===== src/rtl/polyev_pkg.sv =====
// ----------------------------------------------------------------------------
// polyev_pkg
// Shared types, codes and saturation helper for the polynomial evaluator.
// ----------------------------------------------------------------------------
package polyev_pkg;

    localparam int DATA_W    = 32;
    localparam int NUM_COEF  = 8;
    localparam int CFG_IDX_W = 3;

    localparam logic [CFG_IDX_W-1:0] TOP_IDX = CFG_IDX_W'(NUM_COEF - 1);

    localparam logic [1:0] CMD_VALUE = 2'd0;
    localparam logic [1:0] CMD_DERIV = 2'd1;
    localparam logic [1:0] CMD_INTEG = 2'd2;

    localparam logic [1:0] ST_OK  = 2'd0;
    localparam logic [1:0] ST_OVF = 2'd1;
    localparam logic [1:0] ST_DEG = 2'd2;

    typedef struct packed {
        logic [1:0]               cmd;
        logic signed [DATA_W-1:0] x_low;
        logic signed [DATA_W-1:0] x_high;
    } t_in;

    typedef struct packed {
        logic signed [DATA_W-1:0] value;
        logic [1:0]               status;
    } t_out;

    // Item state carried down the Horner chain: lo lane runs at x_low,
    // hi lane at x_high (used by the integral only).
    typedef struct packed {
        logic [1:0]               cmd;
        logic signed [DATA_W-1:0] x_lo;
        logic signed [DATA_W-1:0] x_hi;
        logic signed [DATA_W-1:0] acc_lo;
        logic signed [DATA_W-1:0] acc_hi;
        logic                     ovf;
        logic                     deg_err;
    } t_stage;

    // Coefficient of one Horner step for each mode.
    typedef struct packed {
        logic signed [DATA_W-1:0] c;
        logic signed [DATA_W-1:0] d;
        logic signed [DATA_W-1:0] a;
    } t_coef_sel;

    typedef struct packed {
        logic busy;
        logic dovf_any;
    } t_coef_stat;

    typedef struct packed {
        logic signed [DATA_W-1:0] value;
        logic                     ovf;
    } t_sat;

    // Clamp a wide signed value into 32 bits and flag the clamp.
    function automatic t_sat sat_s32(input logic signed [64:0] v);
        t_sat r;
        if (!v[64] && (|v[63:DATA_W-1])) begin
            r.value = {1'b0, {(DATA_W-1){1'b1}}};
            r.ovf   = 1'b1;
        end else if (v[64] && !(&v[63:DATA_W-1])) begin
            r.value = {1'b1, {(DATA_W-1){1'b0}}};
            r.ovf   = 1'b1;
        end else begin
            r.value = v[DATA_W-1:0];
            r.ovf   = 1'b0;
        end
        return r;
    endfunction

endpackage


===== src/rtl/polyev_coef.sv =====
// ----------------------------------------------------------------------------
// polyev_coef
// Coefficient registers plus the derived derivative and antiderivative sets.
// Antiderivative terms come from a registered reciprocal multiply.
// ----------------------------------------------------------------------------
module polyev_coef import polyev_pkg::*; #(
    parameter int MAX_DEGREE = 7
) (
    input  logic                               i_clk,
    input  logic                               i_rst_n,
    input  logic                               i_cfg_valid,
    input  logic [CFG_IDX_W-1:0]               i_cfg_index,
    input  logic [DATA_W-1:0]                  i_cfg_data,
    output logic [NUM_COEF-1:0][DATA_W-1:0]    o_coef,
    output logic [NUM_COEF-1:0][DATA_W-1:0]    o_deriv,
    output logic [NUM_COEF-1:0][DATA_W-1:0]    o_anti,
    output t_coef_stat                         o_stat
);

    // Scaled reciprocals of the divisors; exact for dividends below 2^31 + 4.
    localparam logic [DATA_W-1:0] RECIP_POW2 = 32'h8000_0000;
    localparam logic [DATA_W-1:0] RECIP_3    = 32'hAAAA_AAAB;
    localparam logic [DATA_W-1:0] RECIP_5    = 32'hCCCC_CCCD;
    localparam logic [DATA_W-1:0] RECIP_7    = 32'h9249_2493;

    logic [NUM_COEF-1:0][DATA_W-1:0] r_coef;
    logic [NUM_COEF-1:0][DATA_W-1:0] r_deriv;
    logic [NUM_COEF-1:0][DATA_W-1:0] r_anti;
    logic [NUM_COEF-1:0]             r_dovf;

    logic                 r_busy;
    logic                 r_phase;
    logic [DATA_W-1:0]    r_num;
    logic [DATA_W-1:0]    r_recip;
    logic [5:0]           r_shift;
    logic [2*DATA_W-1:0]  r_prod;
    logic                 r_neg;
    logic [CFG_IDX_W-1:0] r_slot;

    logic                     w_wr;
    logic signed [35:0]       w_dprod;
    t_sat                     w_dsat;
    logic [2:0]               w_k;
    logic [DATA_W-1:0]        w_mag;
    logic [DATA_W-1:0]        w_recip;
    logic [5:0]               w_shift;
    logic [DATA_W-1:0]        w_quo;
    logic                     w_dovf_any;

    assign w_wr    = i_cfg_valid && !r_busy;
    assign w_dprod = $signed({1'b0, i_cfg_index}) * $signed(i_cfg_data);
    assign w_dsat  = sat_s32(65'(w_dprod));
    assign w_k     = 3'(i_cfg_index + 1'b1);
    assign w_mag   = i_cfg_data[DATA_W-1] ? (~i_cfg_data + 1'b1) : i_cfg_data;
    assign w_quo   = DATA_W'(r_prod >> r_shift);

    // Divide by k as a multiply by a scaled reciprocal and a right shift.
    always_comb begin
        case (w_k)
            3'd2: begin
                w_recip = RECIP_POW2;
                w_shift = 6'd32;
            end
            3'd3: begin
                w_recip = RECIP_3;
                w_shift = 6'd33;
            end
            3'd4: begin
                w_recip = RECIP_POW2;
                w_shift = 6'd33;
            end
            3'd5: begin
                w_recip = RECIP_5;
                w_shift = 6'd34;
            end
            3'd6: begin
                w_recip = RECIP_3;
                w_shift = 6'd34;
            end
            3'd7: begin
                w_recip = RECIP_7;
                w_shift = 6'd34;
            end
            default: begin
                w_recip = RECIP_POW2;
                w_shift = 6'd31;
            end
        endcase
    end

    always_comb begin
        w_dovf_any = 1'b0;
        for (int i = 0; i < NUM_COEF - 1; i++) begin
            if (i < MAX_DEGREE) begin
                w_dovf_any = w_dovf_any | r_dovf[i];
            end
        end
    end

    always_ff @(posedge i_clk) begin
        if (!i_rst_n) begin
            r_coef  <= '0;
            r_deriv <= '0;
            r_anti  <= '0;
            r_dovf  <= '0;
            r_busy  <= 1'b0;
            r_phase <= 1'b0;
        end else if (w_wr) begin
            r_coef[i_cfg_index] <= i_cfg_data;
            if (i_cfg_index != '0) begin
                r_deriv[3'(i_cfg_index - 1'b1)] <= w_dsat.value;
                r_dovf[3'(i_cfg_index - 1'b1)]  <= w_dsat.ovf;
            end
            if (i_cfg_index != TOP_IDX) begin
                r_busy  <= 1'b1;
                r_phase <= 1'b0;
            end
        end else if (r_busy) begin
            r_phase <= 1'b1;
            if (r_phase) begin
                r_busy         <= 1'b0;
                r_anti[r_slot] <= r_neg ? (~w_quo + 1'b1) : w_quo;
            end
        end
    end

    // Divider operands: rounding offset folded into the dividend.
    always_ff @(posedge i_clk) begin
        if (w_wr) begin
            r_num   <= w_mag + {{(DATA_W-2){1'b0}}, w_k[2:1]};
            r_recip <= w_recip;
            r_shift <= w_shift;
            r_neg   <= i_cfg_data[DATA_W-1];
            r_slot  <= CFG_IDX_W'(w_k);
        end else if (r_busy && !r_phase) begin
            r_prod <= r_num * r_recip;
        end
    end

    assign o_coef          = r_coef;
    assign o_deriv         = r_deriv;
    assign o_anti          = r_anti;
    assign o_stat.busy     = r_busy;
    assign o_stat.dovf_any = w_dovf_any;

endmodule


===== config.mk =====
export PLATFORM = sky130hd
export DESIGN_NAME = polyev_coef
export DESIGN_NICKNAME = d
export VERILOG_FILES = /design/src/rtl/polyev_pkg.sv /design/src/rtl/polyev_coef.sv
export SDC_FILE = /design/constraint.sdc
export NUM_CORES = 2
export LEC_CHECK = 0
export ABC_AREA = 1
export BUFFER_PORTS_ARGS = -buffer_cell sky130_fd_sc_hd__buf_4
export CORE_MARGIN = 2
export CORE_UTILIZATION = 50
export DETAILED_ROUTE_END_ITERATION = 10
export PLACE_DENSITY = 0.68
export SYNTH_ARGS = -nofsm -noshare
export SYNTH_HDL_FRONTEND = slang
export SYNTH_SLANG_ARGS = --single-unit

===== constraint.sdc =====
create_clock -name i_clk -period 9.8 [get_ports i_clk]
set_clock_uncertainty 0.2 [all_clocks]
set_input_delay 1.96 -clock i_clk [delete_from_list [all_inputs] [get_ports i_clk]]
set_output_delay 1.96 -clock i_clk [all_outputs]
set_load 0.01 [all_outputs]

==> impl_metrics.csv <==
group,metric,value,unit
layout,area_delta_synth_final,15.32,%
floorplan,die_y,372.5,um
worst_setup_path,worst-path-max-fanout,19,
logic_synthesis,synthesis.yosys.warnings,0,
worst_setup_path,start_kind,"register",
worst_setup_path,critPathKind,"reg2reg",
sta,fin_setup_tns,0,ns
clocking,cts_post_setup_buffers_inserted,0,
sta,finalHoldWorstSlack,0.3039,ns
worst_setup_path,cp_slowest_stage_delay,1.08,ns
job,maxCapViolCount,0,
logic_synthesis,synth_cells,8930,
clocking,cts_inserted_buffers,92,
logic_synthesis,synth.ff_latch_count,888,
drt,drt_first_iter_violations,5458,
drt,route.vias.total,60830,
logic_synthesis,synth_fp_nets,10070,
global_routing,first_global_vias,59770,
sta,final.period_utilization,0.8930,
clocking,numClockSinks,888,
floorplan,core-area,0.1351,mm2
worst_setup_path,crit_path_frequent_cell,"sky130_fd_sc_hd__fa_1",
drt,final_antenna_net_count,0,
placement,place.gp.congestion,0.9907,
clocking,post_cts_hold_buffer_count,0,
drt,drtPass1Iterations,7,
worst_hold_path,worstHoldPathType,"reg2reg",
placement,place_hpwl,204.7,mm
drt,post-route-drc-count,0,
placement,port_buffers,807,
layout,n_fill_cell,12900,
logic_synthesis,synth-seq-area-share,0.2782,
logic_synthesis,synth-edff-count,111,
sta,maxSlewViolCount,0,
sta,clock.fmax,114.3,MHz
clocking,root_buffer,"sky130_fd_sc_hd__clkbuf_16",
global_routing,grt_pass1_wl,378.0,mm
logic_synthesis,yosys_most_used_dff,"sky130_fd_sc_hd__dfxtp_1",
sta,final.setup.worst_slack,1.048,ns
layout,num-nets-final,10640,
worst_setup_path,critical_path_required,10.08,ns
logic_synthesis,mean_instance_size_in_the_synthesized_netlist,7.602,um2
layout,finalCoreUtilization,0.5793,
clocking,insertion_delay,0.72,ns
layout,layout-drive-gt1-share,0.1194,
floorplan,floorplan.initialDensity,0.5024,
global_routing,grt_start_max_net_pins,255,
clocking,clockBufferDepth,3,
placement,place_worst_setup_slack,1.213,ns
worst_setup_path,critical_path_capture_point_type,"register",
sta,number_of_hold_violations_in_the_final_report,0,
floorplan,boundaryPins,808,
global_routing,gr-total-overflow,0,
clocking,clkTransAtPathRegs,0.06,ns
drt,vias_per_instance,5.354,
sta,worst_pin_slew,1.244,ns
floorplan,full_die_area,0.1387,mm2
clocking,cts.htree.levels,3,
worst_setup_path,crit_path_top_delay_cell,"sky130_fd_sc_hd__edfxtp_1",
worst_setup_path,crit_arrival,9.03,ns
clocking,cts.repair.resized,0,
drt,wirelength,257.8,mm
global_routing,grt_use_total,0.3668,
logic_synthesis,syn_area,0.06789,mm2
sta,worst_slew_margin_rel,0.1687,
sta,post-route-min-period,8.752,ns
logic_synthesis,synth.distinct_cells,59,
global_routing,antenna_found_initial,8,
outcome,status,"complete, no violations",
logic_synthesis,async_sr_flop_fraction,0,
clocking,tritoncts_clock_tree,"yes",
sta,grt_setup_unrepaired,"false",
floorplan,die_width,372.5,um
drt,route.detailed.wl_per_inst,22.69,um
sta,setup_viol,0,
floorplan,rows,135,
-- cell usage in the layout, fill, tap and decap left out, drive strengths merged, types with 136 or more instances in the layout --
cell type  netlist  routed
inv           1899    1900
nand2         1503    1503
nor2          1175    1175
buf            109     865
dfxtp          777     777
fa             684     684
nand3          636     636
o21ai          507     507
a21oi          476     476
ha             414     414
clkbuf         274     145
xor2           136     136
-- state kept, by name, indices dropped and copies added (netlist names), 3 cells and up --
register  cells
r_num        32
o_coef      256
r_shift       4
o_deriv     256
r_prod       64
o_anti      256
r_recip       7
r_dovf        7
r_slot        3
-- layout make-up --
class / count / area, um2 / area share
Sequential cell: 888 / 18890 / 0.2413
Clock buffer: 145 / 2720 / 0.03475
Multi-Input combinational cell: 5743 / 40420 / 0.5163
Clock inverter: 17 / 282.8 / 0.003612
Timing Repair Buffer: 865 / 6526 / 0.08336
Inverter: 1916 / 7201 / 0.09198
Antenna cell: 7 / 17.52 / 0.0002238
Tap cell: 1781 / 2228 / 0.02846
-- metal layers --
layer,GRT usage,vias to the layer above,wire (um)
met5,0,-,37
met4,0.1951,6,15760
met3,0.08350,600,20970
met2,0.5986,2446,120400
met1,0.4515,29460,100700
li1,-,28320,-
-- metrics by stage --
step | instances | area [um2]
CTS | 11360 | 78270
finish | 11360 | 78290
detailed placement | 11190 | 75270
floorplan | 8930 | 67890
global placement | 11190 | 75270
global route | 11360 | 78280
-- synthesized netlist by cell type (11+ instances only) --
library cell	number	area, um2
sky130_fd_sc_hd__nor3_1	27	135.1
sky130_fd_sc_hd__buf_1	39	146.4
sky130_fd_sc_hd__nor2_2	14	87.58
sky130_fd_sc_hd__xnor2_1	29	254.0
sky130_fd_sc_hd__nor2_1	1160	4354
sky130_fd_sc_hd__o21bai_1	24	180.2
sky130_fd_sc_hd__o21ai_0	482	2412
sky130_fd_sc_hd__buf_2	52	260.3
sky130_fd_sc_hd__nand3_2	11	110.1
sky130_fd_sc_hd__a21oi_1	473	2367
sky130_fd_sc_hd__buf_4	11	82.58
sky130_fd_sc_hd__dfxtp_1	777	15550
sky130_fd_sc_hd__fa_1	684	13690
sky130_fd_sc_hd__inv_1	1883	7068
sky130_fd_sc_hd__nand2_2	29	181.4
sky130_fd_sc_hd__nand2_1	1452	5450
sky130_fd_sc_hd__clkbuf_1	274	1028
sky130_fd_sc_hd__xor2_1	129	1130
sky130_fd_sc_hd__ha_1	414	5180
sky130_fd_sc_hd__clkinv_1	16	60.06
sky130_fd_sc_hd__nand4_1	22	137.6
sky130_fd_sc_hd__a21o_1	17	127.6
sky130_fd_sc_hd__nand2_4	21	236.5
sky130_fd_sc_hd__o21ai_1	23	115.1
sky130_fd_sc_hd__a31oi_1	23	143.9
sky130_fd_sc_hd__o211ai_1	22	165.2
sky130_fd_sc_hd__edfxtp_1	111	3333
sky130_fd_sc_hd__inv_2	16	60.06
sky130_fd_sc_hd__nand3_1	625	3128
-- logic make-up after synthesis --
| group | synth area share |
|---|---|
| AND/OR/NAND/NOR | 0.2081 |
| flip-flops | 0.2782 |
| buffers and inverters | 0.1295 |
| AO/OA/AOI/OAI | 0.08355 |
| XOR/XNOR | 0.02263 |
| adder cells (fa/ha/maj) | 0.2780 |
-- worst paths after layout --
kind / start / slack [ns] / end / cells past startpoint
worst max-delay path: r_recip[19]$_SDFFCE_PN0P_ / 1.05 / r_prod[54]$_DFFE_PP_ / 26
worst min register to register: o_anti[224]$_SDFFE_PN0P_ / 0.30 / o_anti[224]$_SDFFE_PN0P_ / 2
worst min-delay path: o_anti[224]$_SDFFE_PN0P_ / 0.30 / o_anti[224]$_SDFFE_PN0P_ / 2
worst max register to register: r_recip[19]$_SDFFCE_PN0P_ / 1.05 / r_prod[54]$_DFFE_PP_ / 26
-- critical path: cells and delay by family (launching register included) --
| family | cells | cell delay, ns |
|---|---|---|
| compound gates | 1 | 0.42 |
| xor+xnor | 1 | 0.29 |
| fa+ha+maj | 9 | 4.08 |
| buf+inv | 5 | 0.35 |
| flops | 1 | 1.08 |
| simple gates | 10 | 2.10 |
Power is left out: the tool's default activity adds up to more than one toggle a clock period on the data nets, which glitch-free logic cannot reach.
